$ cat config.mk
export PLATFORM = sky130hd
export DESIGN_NAME = tilt_fall_and_upright_qualifier_core
export DESIGN_NICKNAME = d
export VERILOG_FILES = /design/src/design/tfuq_pkg.sv /design/src/design/tilt_fall_and_upright_qualifier_core.sv
export SDC_FILE = /design/constraint.sdc
export NUM_CORES = 1
export LEC_CHECK = 0
export BUFFER_PORTS_ARGS = -buffer_cell sky130_fd_sc_hd__buf_2
export CAP_MARGIN = 25
export CELL_PAD_IN_SITES_DETAIL_PLACEMENT = 0
export CELL_PAD_IN_SITES_GLOBAL_PLACEMENT = 1
export CORE_MARGIN = 2
export CORE_UTILIZATION = 48
export CTS_BUF_LIST = sky130_fd_sc_hd__clkbuf_4 sky130_fd_sc_hd__clkbuf_8
export CTS_CLUSTER_DIAMETER = 80
export DETAILED_ROUTE_END_ITERATION = 8
export PLACE_DENSITY_LB_ADDON = 0.1
export SYNTH_ARGS = -nofsm -noshare
export SYNTH_HDL_FRONTEND = slang
export SYNTH_SLANG_ARGS = --single-unit
$ cat constraint.sdc
create_clock -name clk -period 5.65 [get_ports clk]
set_input_delay 0.8475 -clock clk [delete_from_list [all_inputs] [get_ports clk]]
set_output_delay 0.8475 -clock clk [all_outputs]
set_load 0.01 [all_outputs]
$ cat src/design/tfuq_pkg.sv
// shared types and constants for the tilt fall and upright qualifier
// no dependencies; imported by tilt_fall_and_upright_qualifier_core
package tfuq_pkg;

  localparam int ANGLE_BITS_DEF = 16;
  localparam int TIME_BITS_DEF  = 48;

  localparam int LIMIT_W = 15;
  localparam int HOLD_W  = 32;
  localparam int CFG_IDX_W  = 2;
  localparam int CFG_DATA_W = 32;

  localparam logic [LIMIT_W-1:0] FALL_LIMIT_RST    = 15'd3215;
  localparam logic [HOLD_W-1:0]  FALL_HOLD_RST     = 32'd500000;
  localparam logic [LIMIT_W-1:0] UPRIGHT_LIMIT_RST = 15'd356;
  localparam logic [HOLD_W-1:0]  UPRIGHT_HOLD_RST  = 32'd2000000;

  typedef enum logic [0:0] {
    OP_SAMPLE = 1'b0,
    OP_MODE   = 1'b1
  } opcode_t;

  typedef enum logic [CFG_IDX_W-1:0] {
    REG_FALL_LIMIT    = 2'd0,
    REG_FALL_HOLD     = 2'd1,
    REG_UPRIGHT_LIMIT = 2'd2,
    REG_UPRIGHT_HOLD  = 2'd3
  } cfg_reg_t;

endpackage

$ cat src/design/tilt_fall_and_upright_qualifier_core.sv
// tilt fall and upright qualifier, top level and only module
// depends on tfuq_pkg for reset values, opcodes and register indexes

// One transaction in, one transaction out, one per clock when the output side keeps up.
// An accepted item sits in an input register; the abs, the two band
// compares and the two elapsed-time subtract-and-compares run between that register
// and the result register, so out_tvalid comes from the result register, and an
// output stall can hold the item in the input register before out_tvalid rises.
// The input register refills in the same cycle it drains; an empty one takes a new item
// while a finished result still waits in the result register. Config writes are taken
// on any cycle with cfg_wr_en high and must only happen while the block is idle.
module tilt_fall_and_upright_qualifier_core
  import tfuq_pkg::*;
#(
  parameter int ANGLE_BITS = ANGLE_BITS_DEF,
  parameter int TIME_BITS  = TIME_BITS_DEF,
  localparam int IN_W  = ANGLE_BITS + TIME_BITS + 2,
  localparam int IN_TW = ((IN_W + 7) / 8) * 8
) (
  input  logic                  clk,
  input  logic                  rst_n,
  input  logic                  in_tvalid,
  output logic                  in_tready,
  // pitch, now_us, fall_enable, balance_enable (zero pad above)
  input  logic [IN_TW-1:0]      in_tdata,
  // opcode
  input  logic                  in_tuser,
  output logic                  out_tvalid,
  input  logic                  out_tready,
  // fall_detected, balance_ready (zero pad above)
  output logic [7:0]            out_tdata,
  input  logic                  cfg_wr_en,
  input  logic [CFG_IDX_W-1:0]  cfg_index,
  input  logic [CFG_DATA_W-1:0] cfg_data
);

  localparam int MAG_W = ANGLE_BITS - 1;
  localparam int CMP_W = (MAG_W > LIMIT_W) ? MAG_W : LIMIT_W;

  // config registers
  logic [LIMIT_W-1:0] fall_limit_r, upright_limit_r;
  logic [HOLD_W-1:0]  fall_hold_r, upright_hold_r;

  always_ff @(posedge clk) begin
    if (!rst_n) begin
      fall_limit_r    <= FALL_LIMIT_RST;
      fall_hold_r     <= FALL_HOLD_RST;
      upright_limit_r <= UPRIGHT_LIMIT_RST;
      upright_hold_r  <= UPRIGHT_HOLD_RST;
    end else if (cfg_wr_en) begin
      unique case (cfg_reg_t'(cfg_index))
        REG_FALL_LIMIT:    fall_limit_r    <= cfg_data[LIMIT_W-1:0];
        REG_FALL_HOLD:     fall_hold_r     <= cfg_data[HOLD_W-1:0];
        REG_UPRIGHT_LIMIT: upright_limit_r <= cfg_data[LIMIT_W-1:0];
        REG_UPRIGHT_HOLD:  upright_hold_r  <= cfg_data[HOLD_W-1:0];
        default: ;
      endcase
    end
  end

  // input register
  logic                  s1_valid_r;
  opcode_t               s1_op_r;
  logic [ANGLE_BITS-1:0] s1_pitch_r;
  logic [TIME_BITS-1:0]  s1_now_r;
  logic                  s1_fall_en_r, s1_bal_en_r;

  // result register
  logic       out_valid_r;
  logic [1:0] out_res_r;

  logic s1_adv, s1_fire, in_fire;

  assign s1_adv    = !out_valid_r || out_tready;
  assign s1_fire   = s1_valid_r && s1_adv;
  assign in_tready = !s1_valid_r || s1_adv;
  assign in_fire   = in_tvalid && in_tready;

  always_ff @(posedge clk) begin
    if (!rst_n) begin
      s1_valid_r <= 1'b0;
    end else if (in_tready) begin
      s1_valid_r <= in_tvalid;
    end
  end

  always_ff @(posedge clk) begin
    if (in_fire) begin
      s1_op_r      <= opcode_t'(in_tuser);
      s1_pitch_r   <= in_tdata[ANGLE_BITS-1:0];
      s1_now_r     <= in_tdata[ANGLE_BITS +: TIME_BITS];
      s1_fall_en_r <= in_tdata[ANGLE_BITS + TIME_BITS];
      s1_bal_en_r  <= in_tdata[ANGLE_BITS + TIME_BITS + 1];
    end
  end

  // detector state
  logic                 fall_active_r, fall_active_nxt;
  logic                 fall_armed_r, fall_armed_nxt;
  logic                 fall_reported_r, fall_reported_nxt;
  logic [TIME_BITS-1:0] fall_start_r, fall_start_nxt;
  logic                 bal_active_r, bal_active_nxt;
  logic                 up_armed_r, up_armed_nxt;
  logic [TIME_BITS-1:0] up_start_r, up_start_nxt;
  logic                 fall_det_nxt, bal_ready_nxt;

  // saturating magnitude of pitch, band compares and elapsed-time checks
  logic [ANGLE_BITS-1:0] pitch_neg;
  logic [MAG_W-1:0]      mag;
  logic [TIME_BITS-1:0]  fall_elapsed, up_elapsed;
  logic                  above_fall, below_up, fall_hold_done, up_hold_done;

  always_comb begin
    pitch_neg = ~s1_pitch_r + {{(ANGLE_BITS-1){1'b0}}, 1'b1};
    if (!s1_pitch_r[ANGLE_BITS-1]) begin
      mag = s1_pitch_r[MAG_W-1:0];
    end else if (s1_pitch_r[MAG_W-1:0] == '0) begin
      // most negative code saturates to the top magnitude
      mag = '1;
    end else begin
      mag = pitch_neg[MAG_W-1:0];
    end
    above_fall     = CMP_W'(mag) > CMP_W'(fall_limit_r);
    below_up       = CMP_W'(mag) < CMP_W'(upright_limit_r);
    fall_elapsed   = s1_now_r - fall_start_r;
    up_elapsed     = s1_now_r - up_start_r;
    fall_hold_done = fall_elapsed >= TIME_BITS'(fall_hold_r);
    up_hold_done   = up_elapsed >= TIME_BITS'(upright_hold_r);
  end

  always_comb begin
    fall_active_nxt   = fall_active_r;
    fall_armed_nxt    = fall_armed_r;
    fall_reported_nxt = fall_reported_r;
    fall_start_nxt    = fall_start_r;
    bal_active_nxt    = bal_active_r;
    up_armed_nxt      = up_armed_r;
    up_start_nxt      = up_start_r;
    fall_det_nxt      = 1'b0;
    bal_ready_nxt     = 1'b0;
    case (s1_op_r)
      OP_MODE: begin
        fall_active_nxt = s1_fall_en_r;
        bal_active_nxt  = s1_bal_en_r;
        if (!s1_fall_en_r) begin
          fall_armed_nxt    = 1'b0;
          fall_reported_nxt = 1'b0;
          fall_start_nxt    = '0;
        end
        if (!s1_bal_en_r) begin
          up_armed_nxt = 1'b0;
          up_start_nxt = '0;
        end
      end
      default: begin
        if (fall_active_r) begin
          if (above_fall) begin
            if (!fall_armed_r) begin
              fall_armed_nxt    = 1'b1;
              fall_start_nxt    = s1_now_r;
              fall_reported_nxt = 1'b0;
            end else if (!fall_reported_r && fall_hold_done) begin
              fall_reported_nxt = 1'b1;
              fall_det_nxt      = 1'b1;
            end
          end else begin
            fall_armed_nxt    = 1'b0;
            fall_reported_nxt = 1'b0;
            fall_start_nxt    = '0;
          end
        end
        if (bal_active_r && below_up) begin
          if (!up_armed_r) begin
            up_armed_nxt = 1'b1;
            up_start_nxt = s1_now_r;
          end else if (up_hold_done) begin
            // window restarts on the next upright sample
            up_armed_nxt  = 1'b0;
            up_start_nxt  = '0;
            bal_ready_nxt = 1'b1;
          end
        end else begin
          up_armed_nxt = 1'b0;
          up_start_nxt = '0;
        end
      end
    endcase
  end

  always_ff @(posedge clk) begin
    if (!rst_n) begin
      fall_active_r   <= 1'b0;
      fall_armed_r    <= 1'b0;
      fall_reported_r <= 1'b0;
      fall_start_r    <= '0;
      bal_active_r    <= 1'b0;
      up_armed_r      <= 1'b0;
      up_start_r      <= '0;
    end else if (s1_fire) begin
      fall_active_r   <= fall_active_nxt;
      fall_armed_r    <= fall_armed_nxt;
      fall_reported_r <= fall_reported_nxt;
      fall_start_r    <= fall_start_nxt;
      bal_active_r    <= bal_active_nxt;
      up_armed_r      <= up_armed_nxt;
      up_start_r      <= up_start_nxt;
    end
  end

  always_ff @(posedge clk) begin
    if (!rst_n) begin
      out_valid_r <= 1'b0;
    end else if (s1_adv) begin
      out_valid_r <= s1_valid_r;
    end
  end

  always_ff @(posedge clk) begin
    if (s1_fire) begin
      out_res_r <= {bal_ready_nxt, fall_det_nxt};
    end
  end

  assign out_tvalid = out_valid_r;
  assign out_tdata  = {6'b0, out_res_r};

`ifndef NO_ASSERTIONS
  a_reported_needs_armed: assert property (@(posedge clk) disable iff (!rst_n)
    fall_reported_r |-> (fall_armed_r && fall_active_r))
    else $error("fall reported without an armed, enabled detector");

  a_upright_needs_enable: assert property (@(posedge clk) disable iff (!rst_n)
    up_armed_r |-> bal_active_r)
    else $error("upright timer armed while readiness is disabled");

  a_fall_once: assert property (@(posedge clk) disable iff (!rst_n)
    (s1_fire && fall_det_nxt) |=> (fall_reported_r && out_valid_r && out_res_r[0]))
    else $error("fall result not recorded as reported");

  a_mode_result_zero: assert property (@(posedge clk) disable iff (!rst_n)
    (s1_fire && s1_op_r == OP_MODE) |=> (out_valid_r && out_res_r == 2'b00))
    else $error("mode change transaction produced a nonzero result");
`endif

endmodule

After elaboration in Yosys (flattened, before gate mapping):

Cells that the tools add are included.

* divide/modulo/power cells: 0
* muxes and demuxes: 28
* reduce and logical (&&, ||, !) cells: 24
* bitwise logic cells: 6
* $lt $le $gt $ge: 4
* equal/unequal tests: 8
* add/sub/neg operators: 3
* $mul: 0
* shift operators: 0

Operators by type and width (count)
* 48-bit two-way mux: 10
* 48-bit by 32-bit >= comparator with 1-bit output: 2
* 48-bit subtractor: 2
* 15-bit two-way mux: 2
* 1-bit two-way mux: 16
* 15-bit by 1-bit adder with 15-bit output (second input constant): 1
* 15-bit > comparator: 1
* 15-bit zero test: 1
* 15-bit less-than comparator: 1
* 15-bit NOT: 1
* 2-bit AND reduction: 6
* 4-bit AND reduction: 2
* 3-bit AND reduction: 2
* 1-bit NOT: 5
* 2-bit equality test (second input constant): 2
* 1-bit logical AND: 4
* 2-bit != test (second input constant): 2
* 4-bit by 3-bit != test with 1-bit output (second input constant): 1
* 4-bit != test (second input constant): 1
* 4-bit OR reduction: 1
* 1-bit zero test: 3
* 3-bit != test (second input constant): 1
* 3-bit OR reduction: 1
* 2-bit by 1-bit equality test with 1-bit output (second input constant): 1
* 3 further kinds: 4

* memories kept: 0
* output and inout bits: 10
* bits in read-only memories: 0
* bits in registers: 266
* word-level logic and storage cells: 93
* bits in latches: 0
* memory bits (writable): 0
* input port bits: 112

Longest topological paths before layout:

Gate-level depths: netlist of run 1.

* word-level depth: 8
* gate-level depth with buffers: 25
* mapped depth without buffers: 25

Least setup slack after synthesis of run 1:

OpenSTA, ideal clock, no wires.

* path kind: register -> register
* start: register s1_now_r[0]
* end: register up_start_r[1]
* clock period less this slack: 4.723 ns
* data required time: 5.564 ns
* cell stages (with the launch flop): 24
* arrival time: 4.638 ns
* path slack: 0.927 ns
* setup time: 0.086 ns
* path buffers: 2
* cell sequence: edfxtp_1 > inv_1 > ha_1 > inv_1 > fa_1 > a21o_1 > a311o_1 > a2111oi_4 > o21ai_2 > a21oi_1 > xnor2_1 > ha_1 > nand4_1 > nor3_1 > a32oi_1 > o211ai_1 > a2111oi_0 > o2111ai_1 > and4b_1 > and4_1 > nand3_1 > buf_2 > buf_6 > o31ai_2

* cells in the longest elaborated chain, start to end: 4

Ends and longest elaborated chain
* start: declaration: RTL line tilt_fall_and_upright_qualifier_core.sv:65 `logic [TIME_BITS-1:0] s1_now_r;`
* start signal: assignment: RTL line tilt_fall_and_upright_qualifier_core.sv:91 `s1_now_r <= in_tdata[ANGLE_BITS +: TIME_BITS];`
* 48-bit subtractor: RTL line tilt_fall_and_upright_qualifier_core.sv:126 `up_elapsed = s1_now_r - up_start_r;`
* 48-bit by 32-bit >= comparator with 1-bit output: RTL line tilt_fall_and_upright_qualifier_core.sv:128 `up_hold_done = up_elapsed >= TIME_BITS'(upright_hold_r);`
* 4-bit != test (no source line)
* 3-bit AND reduction (no source line)
* end signal: assignment: RTL line tilt_fall_and_upright_qualifier_core.sv:206 `up_start_r <= up_start_nxt;`
* end: declaration: RTL line tilt_fall_and_upright_qualifier_core.sv:104 `logic [TIME_BITS-1:0] up_start_r, up_start_nxt;`

Every way passes these cells.
A chain may end at the register's enable or synchronous reset.

Worst setup path after layout of run 1:

Ends and elaborated chain as after synthesis.

==> results.md, run 1 <==
* Crit path max fanout at 48
* Critical Path RT at 6.17 ns
* Top post-synthesis cells by count: nand2_1 (321), a21oi_1 (230), inv_1 (223), dfxtp_1 (197), ha_1 (188)
* Hold WC Path Type: in2reg
* Fin util at 55.29%
* Setup Viol. Count Final at 0
* Drt first pass iters at 5
* EDFF count, synth at 69
* Clk slew on worst S/H paths at 0.06 ns
* Vias in the first global route at 16280
* Leakage at 8.027 nW
* Unique cell type count in the Yosys netlist at 85
* Initial Util at 48.93%
* YS warnings at 0
* Avg WL per Cell at 20.39 um
* Worst Max-Slew Pin Slew at 1.021 ns
* Area Growth Syn to Fin at 13.00%
* Row cnt at 71
* Post-Syn Area at 0.01847 sq mm
* DP Wirelength at 45840 um
* Starting DRT DRC Count at 1235
* Worst clock skew at 0.04495 ns
* Design area at 0.02088 sq mm
* Status: finished, final reports clean
* Fillers at 3575
* Final period util at 96.71%
* Peak supply drop at 0.2081 mV
* Cell count after synthesis at 2262
* Post-synth ARST share at 0%
* Final wirelength at 59320 um
* Boundary Pins at 122
* Diodes inserted at 0
* CP Launch Type: register
* Tmin final at 5.464 ns
* PD cells at 253.9 mW/mm^2
* Clock Latency Late Sink at 0.64 ns
* Setup CP Type: reg2reg
* Final number of max-transition violations at 0
* R2r worst-path depth at 22
* CTS Buf Count at 48
* Max Cap Violations at 0
* Bufs on Longest Clock Path at 3
* Top FF cell, synth: dfxtp_1
* Die height at 200.2 um
* Root buf cell: clkbuf_8
* Fmax at 183.0 MHz
* Count of final hold-check violations at 0
* Hold Crit Depth at 1
* Max transition margin at 31.97%
* Pin count of the biggest net entering global routing at 89
* Biggest area consumer among synthesized cells: dfxtp_1
* Flops & latches, synth at 266
* Initial antenna violation count at 0
* Post-synth top area share at 21.35%
* Syn_area_per_cell at 8.167 sq um
* First-pass GRT wire length at 91910 um
* GRT Total Usage at 28.97%
* H-tree Lvls at 2
* Synth top area cells: dfxtp_1 (21%), ha_1 (13%), edfxtp_1 (11%)
* Total number of vias at 17110
* Worst Path Arrival at 5.98 ns
* CORE AREA at 0.03776 sq mm
* CTS tree: built
* Vias/cell at 5.882
* GP Congestion at 0.9687
* DRC Markers at 0
* Area after DPL at 0.01965 sq mm
* Overflow after GRT at 0
* RSZ-0062 raised after global routing: true
* CTS sink count at 266
* Nets at 2662
* Post-route ant nets at 0
* PortBufs at 109
* Register area share after synthesis at 32.56%
* CP Capture Type: register
* Die Width at 200.2 um
* Most common cell in the netlist: nand2_1
* Die area at 0.04007 sq mm
* Layout cells sized above 1 at 12.39%
## worst max-delay path, cell delays in order, from the launching register on
cell	delay, ns
edfxtp_1	0.41
inv_1	0.13
ha_1	0.21
inv_1	0.07
fa_1	0.40
a21o_1	0.21
a311o_1	0.35
a2111oi_4	0.49
o21ai_2	0.16
a21oi_1	0.26
xnor2_1	0.15
ha_1	0.24
nand4_1	0.14
a211oi_1	0.10
a221o_1	0.32
a2111oi_4	0.30
buf_4	0.16
o2111ai_1	0.09
and4b_1	0.28
and4_1	0.25
nand3_2	0.10
buf_12	0.20
o31ai_2	0.25
## what timing repair did
item,4_1_cts,5_1_grt
setup endpoints to repair,12,52
resized for setup,1,8
setup buffers,0,1
hold buffers,0,0
pin swaps,0,5
## worst paths after layout
check	to	slack, ns	start
max	up_start_r[1]	0.19	s1_now_r[0]
min	s1_now_r[41]	0.38	in_tdata[57]
max reg2reg	up_start_r[1]	0.19	s1_now_r[0]
min reg2reg	upright_limit_r[1]	0.45	upright_limit_r[1]
## cells by family after synthesis
family / Yosys count / share of synthesized area [%]
AOI/OAI and AO/OA: 720 / 26.83
and+or+nand+nor: 652 / 16.14
buffers and inverters: 345 / 7.267
DFF: 266 / 32.56
adders and majority gates: 190 / 12.95
xor gates and xnor gates: 80 / 3.793
muxes: 8 / 0.4402
other: 1 / 0.02030
## layout by cell type (no fill, tap or decap), types with 7 or more instances in the layout
cell,n
nand2_1,320
a21oi_1,229
inv_1,223
dfxtp_1,197
ha_1,188
buf_2,109
nor2_1,106
o21ai_0,95
edfxtp_1,69
clkbuf_8,59
nand4_1,54
a32oi_1,51
buf_4,51
a22o_1,49
o211ai_1,48
xnor2_1,44
nand3_1,39
a21o_1,38
o31ai_1,37
xor2_1,36
nor3_1,26
o21a_1,22
o31ai_2,19
and3_1,16
nand2b_1,15
and2_1,15
a211oi_1,15
nor2b_1,12
a31oi_1,10
or3_1,10
clkinv_2,10
a211o_1,9
a2111oi_0,9
nor4_1,9
clkbuf_4,9
o21bai_1,7
mux2i_1,7
## layout make-up
type                       count  area, sq um  share of cell area [%]
timing repair buffer         164         1023                   4.903
clock inverter                20        272.8                   1.307
clock buffer                  68        879.6                   4.213
inverter                     224        843.3                   4.040
tap                          511        639.4                   3.063
sequential                   266         6016                   28.82
multi-input combinational   1656        11200                   53.66
## registers in the layout, summed over array words and instances (netlist names), 2 cells and up
signal	cells
fall_start_r	48
s1_now_r	48
up_start_r	48
fall_hold_r	32
upright_hold_r	32
s1_pitch_r	16
fall_limit_r	15
upright_limit_r	15
out_res_r	2
## report_power, final
part	total, mW	internal [mW]	switching (mW)	leakage (nW)
clock	2.17	1.29	0.884	0.610
sequential	2.08	2.02	0.0597	2.27
combinational	1.05	0.403	0.642	5.15
total	5.30	3.71	1.59	8.03
## layer usage
layer	global-route usage, %	up-vias	share of wire (%)
li1	-	8415	-
met1	42.34	8107	49
met2	43.89	505	42
met3	4.328	83	6.6
met4	8.795	0	2.5
met5	0	-	0
## per-stage QoR
stage	hold slack [ns]	instances	setup TNS [ns]	worst slack (ns)	total power, mW
after floorplan	0.4363	2267	0	0.9265	2.800
after global placement	0.4432	2818	0	0.03766	3.123
after detailed placement	0.4470	2819	0	0.02388	3.139
after CTS	0.3381	2907	0	0.03825	5.329
after global routing	0.3488	2909	-0.001657	-0.001657	5.547
final	0.3810	2909	0	0.1857	5.301
No activity file was read; power rests on OpenSTA's default activity.
==> run 2: changes to the inputs <==
--- a/config.mk
+++ b/config.mk
@@ -14,7 +14,8 @@
 export CTS_BUF_LIST = sky130_fd_sc_hd__clkbuf_4 sky130_fd_sc_hd__clkbuf_8
 export CTS_CLUSTER_DIAMETER = 80
 export DETAILED_ROUTE_END_ITERATION = 8
-export PLACE_DENSITY_LB_ADDON = 0.1
+export PLACE_DENSITY_LB_ADDON = 0.2
 export SYNTH_ARGS = -nofsm -noshare
 export SYNTH_HDL_FRONTEND = slang
 export SYNTH_SLANG_ARGS = --single-unit
+export TNS_END_PERCENT = 20
==> results.md, run 2 (synthesized netlist as in run 1, its figures left out) <==
* Status: finished, final reports clean (unchanged)
* DP Wirelength at 45450 um (was 45840 um)
* Avg WL per Cell at 20.29 um (was 20.39 um)
* Hold WC Path Type: in2reg (unchanged)
* Most common cell after layout, fill and taps aside: nand2_1 (unchanged)
* Post-Route Setup TNS at 0 ns (unchanged)
* Most frequent cells in the layout: nand2_1 (320), a21oi_1 (229), inv_1 (223) (unchanged)
* R2R Setup Slk at 0.27 ns (was 0.19 ns)
* Reg-to-Reg Start: s1_now_r[0] (unchanged)
* CORE AREA at 0.03776 sq mm (unchanged)
* Sequential power share at 40.8% (was 39.3%)
* CTS Buf Count at 48 (unchanged)
* Design area at 0.02062 sq mm (was 0.02088 sq mm)
* CP max-delay cell: a2111oi_4 (unchanged)
* H-tree Lvls at 2 (unchanged)
* Crit. Startpoint: s1_now_r[0] (unchanged)
* Vias in the first global route at 16210 (was 16280)
* Placed cell count at 2808 (was 2819)
* Overflow after GRT at 0 (unchanged)
* Post-route ant nets at 0 (unchanged)
* Max Cap Violations at 0 (unchanged)
* Initial antenna violation count at 0 (unchanged)
* Final wirelength at 58790 um (was 59320 um)
* RSZ-0062 raised after global routing: true (unchanged)
* Logic pwr share at 20.2% (was 19.7%)
* Post-Layout Cell Count at 2897 (was 2909)
* Fin util at 54.63% (was 55.29%)
* Setup CP Type: reg2reg (unchanged)
* Diodes inserted at 0 (unchanged)
* Reg2reg end: up_start_r[25] (was up_start_r[1])
* Biggest regs: fall_start_r: 48 flops, s1_now_r: 48 flops, up_start_r: 48 flops (unchanged)
* Sw Pwr at 1.569 mW (was 1.586 mW)
* Critical Path RT at 6.19 ns (was 6.17 ns)
* Nets at 2650 (was 2662)
* Die height at 200.2 um (unchanged)
* Total number of vias at 17170 (was 17110)
* Row cnt at 71 (unchanged)
* Worst Max-Slew Pin Slew at 1.056 ns (was 1.021 ns)
* Bufs on Longest Clock Path at 3 (unchanged)
* Die Width at 200.2 um (unchanged)
* Fmax at 186.0 MHz (was 183.0 MHz)
* Starting DRT DRC Count at 1361 (was 1235)
* Crit-path leading delay family: compound AO/OA/AOI/OAI gates (unchanged)
* Boundary Pins at 122 (unchanged)
* Hold Slack at 0.3855 ns (was 0.3810 ns)
* # hold bufs at CTS at 0 (unchanged)
* Max stage delay on crit path at 0.49 ns (about the same)
* Final Total Pwr at 5.104 mW (was 5.301 mW)
* Clk slew on worst S/H paths at 0.06 ns (about the same)
* Leakage at 7.884 nW (was 8.027 nW)
* Root buf cell: clkbuf_8 (unchanged)
* Crit path to: up_start_r[25] (was up_start_r[1])
* DRC Markers at 0 (unchanged)
* Final period util at 95.18% (was 96.71%)
* Area after DPL at 0.01956 sq mm (was 0.01965 sq mm)
* CP Capture Type: register (unchanged)
* Vias/cell at 5.925 (was 5.882)
* Clock power frac at 39.0% (was 41.0%)
* Worst Path Arrival at 5.91 ns (was 5.98 ns)
* First-pass GRT wire length at 91760 um (was 91910 um)
* CTS tree: built (unchanged)
* Peak supply drop at 0.1811 mV (was 0.2081 mV)
* Drt first pass iters at 5 (unchanged)
* Layout cells sized above 1 at 11.53% (was 12.39%)
* Net Sw Frac at 30.74% (was 29.92%)
* CP Launch Type: register (unchanged)
* Setup Viol. Count Final at 0 (unchanged)
* Initial Util at 48.93% (unchanged)
* PD cells at 247.5 mW/mm^2 (was 253.9 mW/mm^2)
* Area Growth Syn to Fin at 11.64% (was 13.00%)
* Pin count of the biggest net entering global routing at 81 (was 89)
* Worst path bufs/invs at 3 (was 4)
* Die area at 0.04007 sq mm (unchanged)
* CTS sink count at 266 (unchanged)
* Worst path cell trace: inv_1 -> ha_1 -> inv_1 -> fa_1 -> a21o_1 -> a311o_1 -> a2111oi_4 -> o21ai_2 -> a21oi_2 -> xnor2_1 -> ha_1 -> nand4_1 -> nor3_1 -> a32oi_1 -> o211ai_1 -> a2111oi_2 -> o2111ai_1 -> and4b_1 -> and4_1 -> nand3_2 -> buf_12 -> o31ai_1 (was inv_1 -> ha_1 -> inv_1 -> fa_1 -> a21o_1 -> a311o_1 -> a2111oi_4 -> o21ai_2 -> a21oi_1 -> xnor2_1 -> ha_1 -> nand4_1 -> a211oi_1 -> a221o_1 -> a2111oi_4 -> buf_4 -> o2111ai_1 -> and4b_1 -> and4_1 -> nand3_2 -> buf_12 -> o31ai_2)
* Pre-CTS setup slack at 0.2006 ns (was 0.02388 ns)
* Count of final hold-check violations at 0 (unchanged)
* Max transition margin at 29.60% (was 31.97%)
* Hold Crit Depth at 1 (unchanged)
* PortBufs at 109 (unchanged)
* Crit path max fanout at 40 (was 48)
* Fin worst setup slack at 0.2724 ns (was 0.1857 ns)
* Fillers at 3664 (was 3575)
* Clock Latency Late Sink at 0.64 ns (about the same)
* Cell internal pwr at 3.535 mW (was 3.715 mW)
* R2r worst-path depth at 22 (unchanged)
* Crit. path cell count at 22 (unchanged)
* GRT Total Usage at 28.92% (was 28.97%)
* GP Congestion at 0.9430 (was 0.9687)
* Tmin final at 5.378 ns (was 5.464 ns)
* Worst clock skew at 0.03574 ns (was 0.04495 ns)
* Final number of max-transition violations at 0 (unchanged)
## run 2: changes by cell type in the layout (fill, tap and decap cells not counted), sizes merged
cell,previous run,this run
buf,164,152
clkinv,12,19
clkbuf,68,63
bufinv,6,4
clkinvlp,0,2
inv,226,224
## run 2: how the worst min path moves through the flow
stage | start | to | slack [ns]
global placement | upright_limit_r[10] | upright_limit_r[10] | 0.44
global route | in_tdata[60] | s1_now_r[44] | 0.36
detailed placement | upright_hold_r[30] | upright_hold_r[30] | 0.45
CTS | in_tdata[56] | s1_now_r[40] | 0.33
finish | in_tdata[58] | s1_now_r[42] | 0.39
floorplan | fall_hold_r[10] | fall_hold_r[10] | 0.44
## run 2: repair_timing
item	CTS	global route
setup buffers	0	1
setup endpoints to repair	0	52
gates resized for setup	0	6
## run 2: cell type report
| class | count | area (sq um) | share of cell area [%] |
|---|---|---|---|
| clock inverters | 25 | 235.2 | 1.141 |
| well taps | 511 | 639.4 | 3.100 |
| multi-input cells | 1656 | 11180 | 54.21 |
| flip-flops and latches | 266 | 6016 | 29.17 |
| clock buffers | 63 | 804.5 | 3.901 |
| repair buffers | 152 | 905.9 | 4.392 |
| inverters | 224 | 843.3 | 4.089 |
## run 2: routing by layer
metal	track usage, %	vias to the layer above	wire [um]
li1	-	8375	-
met1	42.29	8124	28130
met2	43.45	556	24990
met3	4.116	111	3878
met4	9.888	0	1787
met5	0	-	0
## run 2: power by group through the flow
stage	registers [mW]	logic, mW	clock network, mW
floorplan	2.09	0.705	0
global placement	2.12	1.00	0
detailed placement	2.12	1.01	0
CTS	2.08	1.02	2.04
global route	2.09	1.15	2.12
finish	2.08	1.03	1.99
